File: config.mk
export PLATFORM = sky130hd
export DESIGN_NAME = rv_serial_mul
export DESIGN_NICKNAME = d
export VERILOG_FILES = /design/src/sv/rv_serial_mul.sv
export SDC_FILE = /design/constraint.sdc
export NUM_CORES = 1
export LEC_CHECK = 0
export BUFFER_PORTS_ARGS = -buffer_cell sky130_fd_sc_hd__buf_4
export CAP_MARGIN = 40
export CORE_ASPECT_RATIO = 0.5
export CORE_MARGIN = 2
export CORE_UTILIZATION = 63
export DETAILED_ROUTE_END_ITERATION = 8
export PLACE_DENSITY = 0.87
export SKIP_CTS_REPAIR_TIMING = 1
export SLEW_MARGIN = 20
export SYNTH_ARGS = -nofsm -noshare
export SYNTH_HDL_FRONTEND = slang
export SYNTH_SLANG_ARGS = --single-unit
File: constraint.sdc
create_clock -name aclk -period 10.6 [get_ports aclk]
set_input_delay 1.06 -clock aclk [delete_from_list [all_inputs] [get_ports aclk]]
set_output_delay 1.06 -clock aclk [all_outputs]
set_load 0.05 [all_outputs]
File: src/sv/rv_serial_mul.sv
`timescale 1ns / 1ps
// ----------------------------------------------------------------------------
// rv_serial_mul - bit-serial unsigned multiplier
// shift-add, one multiplier bit per cycle, stops once the rest is zero
// ----------------------------------------------------------------------------
module rv_serial_mul #(
    parameter int A_W = 58,
    parameter int B_W = 35,
    parameter int P_W = 69
) (
    input  logic           aclk,
    input  logic           aresetn,
    input  logic           start,
    input  logic [A_W-1:0] a,
    input  logic [B_W-1:0] b,
    output logic           done,
    output logic [P_W-1:0] product
);

    logic           busy_reg;
    logic           done_reg;
    logic [P_W-1:0] mcand_reg;
    logic [B_W-1:0] mplier_reg;
    logic [P_W-1:0] acc_reg;

    always_ff @(posedge aclk) begin
        if (!aresetn) begin
            busy_reg <= 1'b0;
            done_reg <= 1'b0;
        end else begin
            done_reg <= 1'b0;
            if (start) begin
                busy_reg <= 1'b1;
            end else if (busy_reg && (mplier_reg == '0)) begin
                busy_reg <= 1'b0;
                done_reg <= 1'b1;
            end
        end
    end

    always_ff @(posedge aclk) begin
        if (start) begin
            mcand_reg  <= P_W'(a);
            mplier_reg <= b;
            acc_reg    <= '0;
        end else if (busy_reg && (mplier_reg != '0)) begin
            if (mplier_reg[0]) begin
                acc_reg <= acc_reg + mcand_reg;
            end
            mcand_reg  <= mcand_reg << 1;
            mplier_reg <= mplier_reg >> 1;
        end
    end

    assign done    = done_reg;
    assign product = acc_reg;

endmodule

Yosys cells after proc, flatten, opt, wreduce, memory -nomap -nowiden
Index checks and enable logic that the tools add are counted.
{"block": "op_classes", "add_sub_neg": 1, "muxes": 7, "bitwise_logic": 1, "n_reduce_logical": 8}
{"operator": "$mux 58", "count": 2}
{"operator": "$mux 35", "count": 2}
{"operator": "$add 69x69->69", "count": 1}
{"operator": "$logic_not 35->1", "count": 1}
{"operator": "$reduce_bool 35->1", "count": 1}
{"operator": "$reduce_bool 2->1", "count": 2}
{"operator": "$mux 1", "count": 3}
{"operator": "$logic_and 1x1->1", "count": 2}
{"operator": "$reduce_and 2->1", "count": 1}
{"operator": "$reduce_or 2->1", "count": 1}
{"operator": "$not 1->1", "count": 1}
{"block": "word_totals", "register_bits": 175, "in_bits": 96, "wordCells": 23}

Logic depth before layout (Yosys ltp)
{"block": "depth", "depth_word": 4, "depth_mapped": 12, "mapped_depth_nobuf": 12}

Worst setup path after synthesis
OpenSTA, ideal clock, no wires.
{"block": "synth_timing", "path_kind": "input-to-reg", "start": "input start", "end": "register mcand_reg[0], enable pin", "setup_ps": 888, "t_arrival_ps": 3018, "path_slack_ps": 6694, "path_stages": 3, "path_buffers": 1, "cell_sequence": "inv_1 -> clkbuf_1 -> nand2_1"}
{"block": "synth_via", "elab_chain_len": 1}
{"element": "start: declaration", "line": "13", "source": "input logic start,"}
{"element": "$reduce_bool 2->1 (no source line)"}
{"element": "end signal: assignment", "line": "43", "source": "mcand_reg <= P_W'(a);"}
{"element": "end signal: assignment", "line": "50", "source": "mcand_reg <= mcand_reg << 1;"}
{"element": "end: declaration", "line": "22", "source": "logic [P_W-1:0] mcand_reg;"}
Every way passes these cells.
A chain may end at the register's enable or synchronous reset.

Worst setup path in the final report
{"block": "layout_timing", "start": "register mcand_reg[0]", "end": "register acc_reg[68] (netlist: product[68])"}
{"block": "layout_via", "elab_chain_len": 1}
{"element": "$add 69x69->69", "line": "48", "source": "acc_reg <= acc_reg + mcand_reg;"}
{"element": "end signal: assignment", "line": "48"}
{"element": "end: declaration", "line": "24", "source": "logic [P_W-1:0] acc_reg;"}
Every way passes these cells.

==> impl_metrics.toml <==
[clocking]
cts_root_buffer = "clkbuf_16"
path_clk_slew_ns = 0.08
cts_buffers = 17
clock_sinks = 175
clk_path_buf_depth = 2
cts_tree = "done"
clkLatencyLatePin_ns = 0.45
htreeDepth = 4

[logic_synthesis]
synth_cells = 1167
synth-main-ff-cell = "edfxtp_1"
ys_ff_latch = 175
yosysTopAreaCell = "edfxtp_1"
netlist_top_cells_count = "nand2_1, a21oi_1, edfxtp_1, mux2_2, dfxtp_1"
syn_area_sq_um = 10980
synth_top_area_share_pct = 25.44
yosysMostFrequentCell = "nand2_1"
synth.avg_cell_area_sq_um = 9.405
ys_types = 66
ys_seq_area_share_pct = 40.40
synthTopCellsByArea = "edfxtp_1, dfxtp_1, mux2_2"
synth_edf_count = 93
synth_fp_nets = 1332
synthArstFlopShare_pct = 0
ys_warn_count = 0

[place]
pre_cts_ws_ns = 6.732
dpl.hpwl_um = 20240
place.gp.congestion = 0.9460
portBuffers = 165

[route]
num_vias = 9670
drt_iter0_markers = 670
firstDrtPassIters = 5
drtAntennaViolNets = 0
drc = 0
drt_wl_total_um = 28610
wire_per_inst_um = 18.58
post_drt_via_cell_ratio = 6.279

[timing]
min_period_ns = 3.687
fmax_mhz = 271.3
tns_ns = 0
rsz0062_at_grt = "false"
slew_headroom_pct = 49.76
setup_viol = 0
finClkSkew_ns = 0.02268
worst_pin_slew_ns = 0.7536
finalMaxSlewViolations = 0
fin_crit_sh_pct = 34.78
layout_setup_ws_ns = 6.913
hold_viol = 0

[floorplan]
die-area_sq_um = 18560
std_cell_rows = 34
io_pins = 166
coreArea_sq_um = 17230
die_y_um = 97.33
die_w_um = 190.7
start_util_pct = 63.70

[grt]
grt_use_met2_pct = 50.38
grt_pass1_vias = 9217
busiest_layer = "met2"
gr-usage-met1_pct = 40.83
antenna_found_initial = 0
globalRouteTotalUtil_pct = 30.72
grt_max_degree = 90
grt_first_pass_wirelength_um = 45880
use_met3_pct = 5.850
grt_remaining_overflow = 0

[critical_path]
reg2regPathDepth = 12
ff2ff_setup_slack_ns = 6.91
cp-start-kind = "flop"
cp.arrival_ns = 4.00
required_ns = 10.91
worstSetupPathType = "flop to flop"
cp-end-kind = "flop"
cp_max_fo = 4

[cells_and_area]
num-fill-cells = 1253
drive_gt1_share_pct = 24.96
fin_nets = 1458
diodes = 0
syn_to_final_growth_pct = 18.50

[hold_path]
holdCritPathClass = "flop to flop"
hold_depth = 2

[power]
cellPowerDensity_nw_per_um2 = 154.2
p_leak_nw = 5.529
ir_drop_v = 0.0001280

[outcome]
outcome = "finished, final reports clean"

[flow_run]
drv_cap = 0
layer usage:
metal | part of all wire, % | vias up
met1 | 44 | 4658
met4 | 2.2 | 0
met5 | 0 | -
met2 | 47 | 381
li1 | - | 4566
met3 | 6.3 | 65
layout make-up:
class	instances	area (sq um)	share of cell area, %
clock inverters	15	185.2	1.424
flip-flops and latches	175	4434	34.09
inverters	13	48.80	0.3752
clock buffers	17	425.4	3.271
repair buffers	174	1378	10.59
multi-input cells	912	6242	47.99
well taps	234	292.8	2.251
report_power, final:
group / leakage [nW] / internal, mW / switching (mW)
Combinational: 3.63 / 0.207 / 0.327
Clock: 0.292 / 0.320 / 0.326
Sequential: 1.60 / 0.783 / 0.0424
Total: 5.53 / 1.31 / 0.695
critical path, cell delays in order, from the launching register on:
cell and delay [ns]:
edfxtp_1 0.40, ha_1 0.23, fa_1 0.42, a21o_1 0.24, a221o_1 0.36, a31oi_1 0.15
o21ai_0 0.21, a211oi_2 0.48, a21boi_2 0.14, o31ai_2 0.50, o22a_1 0.22, a21o_1 0.14
a21oi_2 0.05
cell usage in the layout, fill, tap and decap left out, types with 3 or more instances in the layout:
cell	instances
and2_1	6
nor3_1	17
buf_16	3
a31o_2	5
ha_1	68
buf_6	3
o21bai_1	17
mux2_2	91
xor2_1	24
and3_1	7
or4_1	3
nand4_1	27
buf_4	168
a211oi_1	8
nand3_1	40
nor2_1	62
o21a_1	7
nand2_1	166
mux2i_1	14
clkbuf_16	17
clkinv_8	6
or2_2	6
a31oi_1	12
inv_1	13
a21oi_1	130
a221oi_1	4
or3_1	4
nor4_1	15
o21ai_1	5
a221o_1	3
nand2b_1	4
a21o_1	43
xnor2_1	33
o21ai_0	45
nor2b_1	4
dfxtp_1	82
inv_8	4
edfxtp_1	93
o211ai_1	3
cells by family after synthesis:
group                      share of synthesized area [%]
and+or+nand+nor                                    15.57
AOI/OAI and AO/OA                                  18.07
DFF                                                40.40
muxes                                              10.61
buffers and inverters                              2.861
adders and majority gates                          7.934
xor gates and xnor gates                           4.549
through the flow:
stage | hold slack [ns] | utilization [%] | cells | total power, mW | instance area, sq um
2_1_floorplan | 0.4665 | - | 1167 | 1.212 | 10980
3_3_place_gp | 0.4637 | 71.34 | 1503 | 1.339 | 12290
3_5_place_dp | 0.4721 | 71.50 | 1504 | 1.357 | 12320
4_1_cts | 0.4814 | 75.04 | 1536 | 1.997 | 12930
5_1_grt | 0.4970 | 75.49 | 1540 | 2.084 | 13010
6_report | 0.4765 | 75.49 | 1540 | 2.005 | 13010
path summary, 6_finish.rpt:
kind | startpoint | to
min | product[44] | product[44]
max reg2reg | mcand_reg[0] | product[68]
max | mcand_reg[0] | product[68]
min reg2reg | product[44] | product[44]
Note: power is estimated with default switching activity, not from simulation.
