[src/sv/rv_serial_sqrt.sv]
`timescale 1ns / 1ps
// ----------------------------------------------------------------------------
// rv_serial_sqrt - restoring integer square root
// one root bit per cycle, floor(sqrt(radicand))
// ----------------------------------------------------------------------------
module rv_serial_sqrt #(
    parameter int N_W = 69,
    parameter int R_W = (N_W + 1) / 2
) (
    input  logic           aclk,
    input  logic           aresetn,
    input  logic           start,
    input  logic [N_W-1:0] radicand,
    output logic           done,
    output logic [R_W-1:0] root
);

    localparam int CW = $clog2(R_W + 1);

    logic             busy_reg;
    logic             done_reg;
    logic [CW-1:0]    cnt_reg;
    logic [2*R_W-1:0] rad_reg;
    logic [R_W+1:0]   rem_reg;
    logic [R_W-1:0]   root_reg;

    logic [R_W+3:0] rem_sh;
    logic [R_W+3:0] trial;
    logic [R_W+3:0] diff;
    logic           take;

    // bring down the next two radicand bits and try root*4+1
    assign rem_sh = {rem_reg, rad_reg[2*R_W-1 -: 2]};
    assign trial  = {2'b00, root_reg, 2'b01};
    assign diff   = rem_sh - trial;
    assign take   = (rem_sh >= trial);

    always_ff @(posedge aclk) begin
        if (!aresetn) begin
            busy_reg <= 1'b0;
            done_reg <= 1'b0;
            cnt_reg  <= '0;
        end else begin
            done_reg <= 1'b0;
            if (start) begin
                busy_reg <= 1'b1;
                cnt_reg  <= CW'(R_W);
            end else if (busy_reg) begin
                cnt_reg <= cnt_reg - CW'(1);
                if (cnt_reg == CW'(1)) begin
                    busy_reg <= 1'b0;
                    done_reg <= 1'b1;
                end
            end
        end
    end

    always_ff @(posedge aclk) begin
        if (start) begin
            rad_reg  <= (2*R_W)'(radicand);
            rem_reg  <= '0;
            root_reg <= '0;
        end else if (busy_reg) begin
            rad_reg  <= rad_reg << 2;
            rem_reg  <= take ? diff[R_W+1:0] : rem_sh[R_W+1:0];
            root_reg <= {root_reg[R_W-2:0], take};
        end
    end

    assign done = done_reg;
    assign root = root_reg;

endmodule

[config.mk]
export PLATFORM = sky130hd
export DESIGN_NAME = rv_serial_sqrt
export DESIGN_NICKNAME = d
export VERILOG_FILES = /design/src/sv/rv_serial_sqrt.sv
export SDC_FILE = /design/constraint.sdc
export NUM_CORES = 1
export LEC_CHECK = 0
export BUFFER_PORTS_ARGS = -buffer_cell sky130_fd_sc_hd__buf_2
export CORE_UTILIZATION = 58
export CTS_CLUSTER_SIZE = 10
export DETAILED_ROUTE_END_ITERATION = 10
export GPL_TIMING_DRIVEN = 1
export PLACE_DENSITY = 0.84
export SETUP_SLACK_MARGIN = 0.1
export SYNTH_ARGS = -nofsm -noshare
export SYNTH_HDL_FRONTEND = slang
export SYNTH_SLANG_ARGS = --single-unit
[constraint.sdc]
create_clock -name aclk -period 3.14 [get_ports aclk]
set_input_delay 0.314 -clock aclk [delete_from_list [all_inputs] [get_ports aclk]]
set_output_delay 0.314 -clock aclk [all_outputs]
set_load 0.01 [all_outputs]
---- Yosys cells after proc, flatten, opt, wreduce, memory -nomap -nowiden ----
Index checks and enable logic that the tools add are counted.
cells by class
  bitwise operators ....................... 2
  mux-type cells .......................... 9
  reduce and logical (&&, ||, !) cells .... 3
  equality and inequality tests ........... 1
  add/subtract/negate cells ............... 2
  order comparisons ....................... 1
operator list
  cell                 count
  $mux 69              2
  $ge 39x37->1         1
  $mux 37              1
  $sub 37x37->37       1
  $mux 6               2
  $eq 6x1->1 const B   1
  $sub 6x1->6 const B  1
  $mux 1               4
  $reduce_or 3->1      1
  $not 1->1            2
  $reduce_bool 2->1    1
  $reduce_or 2->1      1
storage, ports and cells
  register bits after elaboration ......... 150
  output and inout port bits .............. 36
  input bits .............................. 72

---- Logic depth before layout (Yosys ltp) ----
  depth in word-level cells ............... 4
  mapped depth ............................ 13
  mapped depth without buffers ............ 11

---- Worst setup path before layout ----
Ideal clock, no wire load.
  path kind ............................... flip-flop to flip-flop
  start point ............................. reg busy_reg
  end point ............................... reg rad_reg[0], enable pin
  stages on the path, launching flop included .. 5
  arrival ................................. 2.018 ns
  buffers on the path ..................... 2
  setup time .............................. 0.726 ns
  required time ........................... 2.414 ns
  path slack .............................. 0.397 ns
  cell sequence ........................... dfxtp_1 clkbuf_1 inv_1 clkbuf_1 nand2_1
between the ends
  longest elaborated chain between the ends .. 1
RTL lines
  item                                RTL line  source
  start: declaration                  20        logic busy_reg;
  start signal: assignment            40        busy_reg <= 1'b0;
  start signal: assignment            46        busy_reg <= 1'b1;
  start signal: assignment            51        busy_reg <= 1'b0;
  $reduce_bool 2->1 (no source line)  --
  end signal: assignment              60        rad_reg <= (2*R_W)'(radicand);
  end signal: assignment              64        rad_reg <= rad_reg << 2;
  end: declaration                    23        logic [2*R_W-1:0] rad_reg;
No other way between the ends.
A chain may end at the register's enable or synchronous reset.

---- Worst setup path after layout ----
  start point ............................. reg root_reg[10], in the netlist root[10]
  end point ............................... reg rem_reg[35]
between the ends
  longest elaborated chain between the ends .. 2
RTL lines
  item                                                   RTL line  source
  start: declaration                                     25        logic [R_W-1:0] root_reg;
  start signal: assignment                               66        root_reg <= {root_reg[R_W-2:0], take};
  $sub 37x37->37 / $ge 39x37->1 (equally long branches)  35, 36
  $mux 37 (*)                                            65        rem_reg <= take ? diff[R_W+1:0] : rem_sh[R_W+1:0];
  end signal: assignment                                 65
  end: declaration                                       24        logic [R_W+1:0] rem_reg;
Mark *: on every way between the ends. The rest lies on a longest branch, timed or not.

==> metrics <==
EDFF count, synth=69; syn nets=935; I/O pin count=108; clock share of power=0.288; first-pass GRT wire length=28600 um; Syn Area/Cell=10.0 um^2; worst min path class=input port to register; Synth Register Bits=150; CTS tree=done; Worst setup EP type=register; yosys warns=0; status=completed; skew final=0.0124 ns; FMAX=341 MHz; largest net degree at the start of global routing=144; final core occ=0.705; clk buf depth=2; final instance area=9780 um^2; final net count=1040; Combinational Power Share=0.374; Slew HR=0.542; Placer Congestion=0.909; dominant synthesized flop cell=dfxtp_1; Tcrit/Tclk final=0.933; H-Tree Depth=4; Initial Utilization=0.597; RSZ-0062 raised after global routing=true; vias per cell=5.76; hold buffers post-CTS=0; CP required=3.43 ns; ys async rst share=0; fin. max-slew vios=0; Tmin final=2.93 ns; CP Cell Sequence=inv_1, ha_2, nand4_1, o221a_1, or2_1, a31oi_4, o31ai_4, o31ai_4, buf_6, buf_6, o21ai_0, a41oi_1, nor3_1; Multi-input gate area=4310 um^2; P_int=4500 uW; ANT nets after route=0; sequential power share=0.339; Core ar.=13900 um^2; Arr. time, crit path=3.22 ns; P_leak=0.00405 uW; clock sink count=150; power density over cell area=716 nW/um^2; GRT Total Usage=0.246; sequential fraction of the synthesis area=0.446; Detailed Place HPWL=11900 um; net switching fraction of the power=0.358; number of flip-flops in the largest register=70; Die W=121 um; CTS root buf=clkbuf_16; total grt overflow=0; Crit-path slowest cell=dfxtp_1; vias in the first global route=6167; Synth Instances=824; number of fillers in the final layout=981; Iteration-0 DRC Markers=441; TritonCTS buffer count=17; synthesized area=8280 um^2; Routed WL=17900 um; most frequent cells in the layout=buf_2, nor2_1, dfxtp_1, edfxtp_1, mux2_2; Die Area=14800 um^2; share of cells above drive strength 1=0.263; critical path's top delay family=compound AO/OA/AOI/OAI gates; antenna violations before repair=0; worst-margin pin slew=0.687 ns; worst path bufs/invs=3; setup TNS=0 ns; WS Path Type=register to register; count of TritonRoute iterations in the first routing pass=5; startpoint types=register; Net Sw Power=2510 uW; worst vdd ir=464 uV; CTS clk-pin slew, worst paths=0.07 ns; P&R area growth vs syn=18.1%; DRC=0; final hold vios=0; Clk Latency, worst-skew pair=0.43 ns; Port-buffer cells=107; height of the die=121 um; worst stage delay on the critical path=0.37 ns; count of cell types in the netlist=58; CP Max Fanout=13; Reg area=3700 um^2; MaxCap Viol Count=0; endpoints failing setup=0; Hold Slack=0.166 ns; setup ws final=0.210 ns; pre-CTS WS=0.129 ns; commonest non-fill, non-tap cell in the layout=buf_2; DR WL/cell=16.0 um; Area after DPL=9010 um^2; Antenna Cells=0; via count=6458; Site Rows=43
layer usage:
metal  wire [um]  vias to the layer above  part of all wire  track usage
li1            -                     3197                 -            -
met5           0                        -                 0            0
met4         329                        0             0.018       0.0926
met3        1050                       31             0.059       0.0691
met2        8810                      205              0.49        0.399
met1        7750                     3025              0.43        0.309
final cells by class:
cell class,instances,share of cell area
Clock buffer,17,0.0435
Clock inverter,15,0.0165
Inverter,51,0.0196
Multi-Input combinational cell,577,0.441
Sequential cell,150,0.378
Tap cell,180,0.0230
Timing Repair Buffer,132,0.0788
cells by family (layout without fill, tap and decap cells):
kind of cell / after synthesis / after routing / synth area share
XOR/XNOR: 37 / 37 / 0.0391
buffers and inverters: 97 / 215 / 0.0470
adder cells (fa/ha/maj): 39 / 39 / 0.0589
flip-flops: 150 / 150 / 0.446
AO/OA/AOI/OAI: 170 / 170 / 0.138
multiplexers: 124 / 124 / 0.160
AND/OR/NAND/NOR: 207 / 207 / 0.111
power groups by stage:
| stage | registers, uW | logic [uW] | clock network [uW] |
|---|---|---|---|
| finish | 2370 | 2620 | 2020 |
| CTS | 2370 | 2360 | 2040 |
| detailed placement | 2400 | 2340 | 0 |
| floorplan | 2370 | 1880 | 0 |
| global route | 2390 | 2870 | 2130 |
| global placement | 2400 | 2300 | 0 |
synthesized netlist by cell type (6+ instances only):
cell type   n  area share
a211oi_1   33       0.030
a21boi_0    6      0.0054
a21o_1     11       0.010
a21oi_1    40       0.024
clkbuf_1   37       0.017
dfxtp_1    81        0.20
edfxtp_1   69        0.25
ha_1       39       0.059
inv_1      51       0.023
mux2_2     67       0.091
mux2i_1    57       0.069
nand2_1    46       0.021
nand3_1    13      0.0079
nor2_1     97       0.044
nor3_1     16      0.0097
o211ai_1    8      0.0073
o21ai_0    24       0.015
o21ai_1    10      0.0060
xnor2_1    11       0.012
xor2_1     26       0.028
stage by stage:
stage | std cells | power (uW)
after floorplan | 824 | 4250
after global placement | 1083 | 4690
after detailed placement | 1083 | 4750
after CTS | 1115 | 6770
after global routing | 1122 | 7390
final | 1122 | 7010
path summary, 6_finish.rpt:
check / slack, ns / depth (start not counted) / start / end
setup / recovery: 0.21 / 13 / root[10] / rem_reg[35]
hold / removal: 0.17 / 2 / radicand[1] / rad_reg[1]
setup reg to reg: 0.21 / 13 / root[10] / rem_reg[35]
hold reg to reg: 0.50 / 2 / rem_reg[34] / rem_reg[34]
what timing repair did:
action                     in CTS  in global routing
setup endpoints to repair       1                 38
resized for setup               1                 26
cloned                          0                  1
hold endpoints to repair        0                  0
pin swaps                       0                  7
buffers inserted                0                  6
Power figures use the tool's default switching activity.
