### src/sv/rv_serial_div.sv
`timescale 1ns / 1ps
// ----------------------------------------------------------------------------
// rv_serial_div - restoring unsigned divider
// one quotient bit per cycle, quotient shifts in behind the dividend
// ----------------------------------------------------------------------------
module rv_serial_div #(
    parameter int D_W = 35,
    parameter int V_W = 11
) (
    input  logic           aclk,
    input  logic           aresetn,
    input  logic           start,
    input  logic [D_W-1:0] dividend,
    input  logic [V_W-1:0] divisor,
    output logic           done,
    output logic [D_W-1:0] quotient
);

    localparam int CW = $clog2(D_W + 1);

    logic           busy_reg;
    logic           done_reg;
    logic [CW-1:0]  cnt_reg;
    logic [D_W-1:0] dvd_reg;
    logic [V_W-1:0] dvs_reg;
    logic [V_W-1:0] rem_reg;

    logic [V_W:0] rem_sh;
    logic [V_W:0] diff;
    logic         take;

    assign rem_sh = {rem_reg, dvd_reg[D_W-1]};
    assign diff   = rem_sh - {1'b0, dvs_reg};
    assign take   = (rem_sh >= {1'b0, dvs_reg});

    always_ff @(posedge aclk) begin
        if (!aresetn) begin
            busy_reg <= 1'b0;
            done_reg <= 1'b0;
            cnt_reg  <= '0;
        end else begin
            done_reg <= 1'b0;
            if (start) begin
                busy_reg <= 1'b1;
                cnt_reg  <= CW'(D_W);
            end else if (busy_reg) begin
                cnt_reg <= cnt_reg - CW'(1);
                if (cnt_reg == CW'(1)) begin
                    busy_reg <= 1'b0;
                    done_reg <= 1'b1;
                end
            end
        end
    end

    always_ff @(posedge aclk) begin
        if (start) begin
            dvd_reg <= dividend;
            dvs_reg <= divisor;
            rem_reg <= '0;
        end else if (busy_reg) begin
            rem_reg <= take ? diff[V_W-1:0] : rem_sh[V_W-1:0];
            dvd_reg <= {dvd_reg[D_W-2:0], take};
        end
    end

    assign done     = done_reg;
    assign quotient = dvd_reg;

endmodule

### config.mk
export PLATFORM = sky130hd
export DESIGN_NAME = rv_serial_div
export DESIGN_NICKNAME = d
export VERILOG_FILES = /design/src/sv/rv_serial_div.sv
export SDC_FILE = /design/constraint.sdc
export NUM_CORES = 1
export LEC_CHECK = 0
export ABC_CLOCK_PERIOD_IN_PS = 3070
export BUFFER_PORTS_ARGS = -buffer_cell sky130_fd_sc_hd__buf_2
export CAP_MARGIN = 20
export CELL_PAD_IN_SITES_DETAIL_PLACEMENT = 1
export CELL_PAD_IN_SITES_GLOBAL_PLACEMENT = 1
export CORE_MARGIN = 1.5
export CORE_UTILIZATION = 35
export CTS_CLUSTER_SIZE = 12
export DETAILED_ROUTE_END_ITERATION = 8
export GPL_TIMING_DRIVEN = 0
export PLACE_DENSITY = 0.74
export RECOVER_POWER = 50
export SYNTH_ARGS = -nofsm -noshare
export SYNTH_HDL_FRONTEND = slang
export SYNTH_SLANG_ARGS = --single-unit
### constraint.sdc
create_clock -name aclk -period 3.07 [get_ports aclk]
set_input_delay 0.307 -clock aclk [delete_from_list [all_inputs] [get_ports aclk]]
set_output_delay 0.307 -clock aclk [all_outputs]
set_load 0.01 [all_outputs]
Word-level counts from Yosys, hierarchy flattened:

Cells that the tools add are included.

* register bits after elaboration: 65
* latch bits: 0
* bits in writable memories: 0
* memory bits (read-only): 0
* bits of input ports: 49
* output and inout port bits: 36
* word-level logic and storage cells: 25
* memories kept: 0

* add/sub/neg operators: 2
* $mul: 0
* divide/modulo/power cells: 0
* $lt $le $gt $ge: 1
* equal/unequal tests: 1
* shift operators: 0
* mux-type cells: 9
* bitwise logic cells: 2
* reduce and logical (&&, ||, !) cells: 3

Operators by type and width (number)
* 2-to-1 mux 35 bit: 2
* >= comparator 12 x 11 -> 1 bit: 1
* 2-to-1 mux 6 bit: 2
* 2-to-1 mux 11 bit: 1
* subtractor 11 bit: 1
* == test 6 x 1 -> 1 bit (second input constant): 1
* subtractor 6 x 1 -> 6 bit (second input constant): 1
* 2-to-1 mux 1 bit: 4
* OR reduction 3 bit: 1
* NOT 1 bit: 2
* nonzero test 2 bit: 1
* OR reduction 2 bit: 1

Longest topological paths before layout:

* depth in word-level cells: 4
* gate-level depth with buffers: 11
* depth with buffers taken out: 9

Least setup slack after synthesis:

OpenSTA, ideal clock, no wires.

* kind: register to register
* from: register dvd_reg[34] (netlist: quotient[34])
* to: register dvd_reg[0] (netlist: quotient[0]), data pin
* setup time: 260 ps
* arrival: 2051 ps
* required time: 2810 ps
* path slack: 760 ps
* stages on the path, launching flop included: 11
* path buffers: 2
* period minus slack after synthesis: 2310 ps
* path through: edfxtp_1 inv_1 ha_1 fa_1 nor2b_4 o31ai_4 a31oi_4 a21o_1 buf_6 buf_12 mux2_2

* longest elaborated chain between the ends: 3

RTL lines
* start: declaration: line 24 `logic [D_W-1:0] dvd_reg;`
* start signal: assignment: line 58 `dvd_reg <= dividend;`
* start signal: assignment: line 63 `dvd_reg <= {dvd_reg[D_W-2:0], take};`
* >= comparator 12 x 11 -> 1 bit: line 34 `assign take = (rem_sh >= {1'b0, dvs_reg});`
* 2-to-1 mux 35 bit: line 61 `end else if (busy_reg) begin`
* 2-to-1 mux 35 bit: line 57 `if (start) begin`

Every way passes these cells. The select of a mux whose other input is x is not followed.
A chain may end at the register's enable or synchronous reset.

Final worst setup path:

* from: register dvd_reg[34] (netlist: quotient[34])
* to: register rem_reg[10]

* longest elaborated chain between the ends: 2
* elaborated cells on any way between the ends: 3
* classes of those cells: 1 x add/sub; 1 x order compare; 1 x mux

RTL lines
* subtractor 11 bit / >= comparator 12 x 11 -> 1 bit (equally long branches): line 33, 34
* 2-to-1 mux 11 bit (*): line 62 `rem_reg <= take ? diff[V_W-1:0] : rem_sh[V_W-1:0];`
* end signal: assignment: line 62
* end: declaration: line 26 `logic [V_W-1:0] rem_reg;`

Every way passes the cells marked *; elsewhere a longest branch is shown, timed or not.

==> run_results.csv <==
group,metric,value,unit
status,status,"complete, no violations",
timing,timing.fmax,399.5,MHz
clock_tree,numCtsBuffers,9,
synth,yosysWarnings,0,
placement,gp_congestion,0.8251,
synth,yosysUniqueCellTypes,50,
synth,avgSynthCellArea,12.40,µm²
worst_setup_path,worstSetupEndpointType,"register",
route,num_vias,2425,
synth,async_reset_ff_share,0,%
timing,finalCriticalPeriod,2.503,ns
route,drtAntennaViolNets,0,
power_and_ir_drop,powerDensity,565.5,mW/mm²
timing,fin_crit_sh,81.53,%
global_route,grt_most_used_layer,"met2",
die,die_area,0.009978,mm²
route,drcViolationCount,0,
global_route,first_global_vias,2594,
global_route,antenna_found_initial,0,
clock_tree,cts_tree,"yes",
worst_setup_path,start_kind,"register",
finish,finalNonFillerCells,476,
worst_setup_path,critPathRequiredTime,3.32,ns
worst_setup_path,cp_max_fo,10,
clock_tree,cts_sinks,65,
synth,synth_nets,328,
synth,synthCells,265,
timing,worstMarginPinSlew,0.8068,ns
global_route,met2_usage,27.63,%
clock_tree,cts_hold_buffers,0,
timing,setup_viol,0,
clock_tree,post_cts_buffers,0,
timing,hold_viol_final,0,
timing,drv_slew,0,
timing,slew-limit-headroom,46.02,%
power_and_ir_drop,p_leak,1.548,nW
finish,largest_reg_flops,35,
clock_tree,htreeDepth,3,
die,core,0.009153,mm²
finish,final_cell_mix,"48 x clkbuf_1, 48 x buf_2, 46 x edfxtp_1, 35 x mux2_2, 20 x nor2_1",
synth,netlist_area,0.003286,mm²
global_route,grt_max_degree,36,
global_route,grt_overflow,0,
route,drt_wl_total,7772,µm
finish,drive_gt1_share,30.68,%
die,rows,35,
clock_tree,clockBufferDepth,2,
route,drt_iter0_drc,79,
timing,setup-tns-final,0,ns
timing,rsz0062_at_grt,"false",
finish,fin_nets,423,
die,io_pins,85,
hold_path,hold_class,"in -> reg",
synth,yosysSeqAreaShare,53.62,%
finish,area_delta_synth_final,20.79,%
run,cap_violations,0,
route,drt-wirelength-per-cell,16.33,µm
clock_tree,clk_pin_slew,0.07,ns
synth,ys_seq_elements,65,
finish,fill_cells,1033,
placement,port_buffers,84,
global_route,gr-usage-all-layers,16.60,%
power_and_ir_drop,irDropWorstVdd,259.5,µV
timing,finClkSkew,0.007395,ns
die,dieHeight,99.89,µm
route,avgViaCountPerCell,5.095,
worst_setup_path,path_class,"reg -> reg",
placement,placed_cells,460,
worst_setup_path,worst_ep_arrival_time,2.76,ns
route,drt-pass1-iter-count,4,
finish,antenna_cells,0,
global_route,grtUsageMet3,5.710,%
clock_tree,ctsResizeCount,0,
placement,dpl.hpwl,5884,µm
clock_tree,cts_root_buf,"clkbuf_8",
global_route,grt_util_met1,19.82,%
global_route,grt_pass1_wl,12740,µm
synth,synthFlopType,"edfxtp_1",
synth,synth_edf_count,46,
die,start_util,35.90,%
die,die_x,99.89,µm
clock_tree,clk_latency,0.34,ns
==> kinds of logic (layout without fill, tap and decap cells) <==
logic type | after synthesis | count (layout) | share of synthesized area (%)
multiplexers | 40 | 40 | 13.52
flip-flops | 65 | 65 | 53.62
XOR/XNOR | 10 | 10 | 2.666
AND/OR/NAND/NOR | 60 | 60 | 9.139
buffers and inverters | 30 | 130 | 4.189
AO/OA/AOI/OAI | 46 | 46 | 11.31
adder cells (fa/ha/maj) | 14 | 14 | 5.560
==> synth_stat cells, types with 2 or more instances <==
| cell type | number | area, µm² |
|---|---|---|
| edfxtp_1 | 46 | 1381 |
| mux2_2 | 35 | 394.1 |
| nor2_1 | 20 | 75.07 |
| dfxtp_1 | 19 | 380.4 |
| inv_1 | 19 | 71.32 |
| nand2_1 | 17 | 63.81 |
| ha_1 | 13 | 162.7 |
| a21oi_1 | 11 | 55.05 |
| o21ai_0 | 7 | 35.03 |
| clkbuf_1 | 6 | 22.52 |
| xnor2_1 | 6 | 52.55 |
| a211oi_1 | 5 | 37.54 |
| mux2i_1 | 5 | 50.05 |
| nor3_1 | 5 | 25.02 |
| nand3_1 | 4 | 20.02 |
| nor4_1 | 4 | 25.02 |
| xor2_1 | 4 | 35.03 |
| a21boi_0 | 3 | 22.52 |
| a311oi_2 | 2 | 30.03 |
| buf_1 | 2 | 7.510 |
| nor2b_1 | 2 | 12.51 |
| o21a_1 | 2 | 15.01 |
==> critical path, cell delays in order (launching register included) <==
cell and delay (ns):
edfxtp_1 0.39, inv_1 0.06, ha_1 0.22, fa_1 0.45
nor2b_4 0.18, o31ai_4 0.09, a31oi_4 0.26, a21o_1 0.19
buf_6 0.14, buf_12 0.14, o21ai_2 0.07, a311oi_2 0.23
==> layer usage <==
metal / part of all wire [%] / up-vias
li1: - / 1166
met1: 44 / 1184
met2: 50 / 69
met3: 5.2 / 6
met4: 1.2 / 0
met5: 0 / -
==> path summary, 6_finish.rpt <==
check                           slack [ns]         start          end  depth (start not counted)
worst max register to register        0.57  quotient[34]  rem_reg[10]                         11
worst max-delay path                  0.57  quotient[34]  rem_reg[10]                         11
worst min-delay path                  0.14    divisor[7]   dvs_reg[7]                          1
worst min register to register        0.52    rem_reg[7]   rem_reg[7]                          2
==> per-stage QoR <==
stage	utilization (%)	total power [mW]	hold WS, ns	worst slack, ns	cell area (µm²)
after floorplan	-	1.459	0.4059	0.7597	3286
after global placement	42.01	1.611	0.4833	0.1851	3845
after detailed placement	42.04	1.636	0.4863	0.5627	3847
after CTS	43.87	2.279	0.1203	0.5458	4015
after global routing	43.36	2.356	0.1211	0.3805	3969
final	43.36	2.245	0.1407	0.5672	3969
==> area by class of cell <==
cell class / instances / area, µm² / share of cell area [%]
clock inverter: 2 / 15.01 / 0.3783
timing repair buffer: 84 / 374.1 / 9.426
multi-input combinational: 170 / 1389 / 34.99
sequential: 65 / 1762 / 44.39
clock buffer: 14 / 152.6 / 3.846
inverter: 19 / 71.32 / 1.797
tap: 111 / 138.9 / 3.499
buffer: 11 / 66.31 / 1.671
==> report_power, final <==
| group | total [mW] | internal, mW | switching [mW] |
|---|---|---|---|
| clock network | 0.642 | 0.317 | 0.325 |
| registers | 1.09 | 1.04 | 0.0533 |
| logic | 0.508 | 0.227 | 0.281 |
| total | 2.24 | 1.58 | 0.660 |
Power figures use the tool's default switching activity.
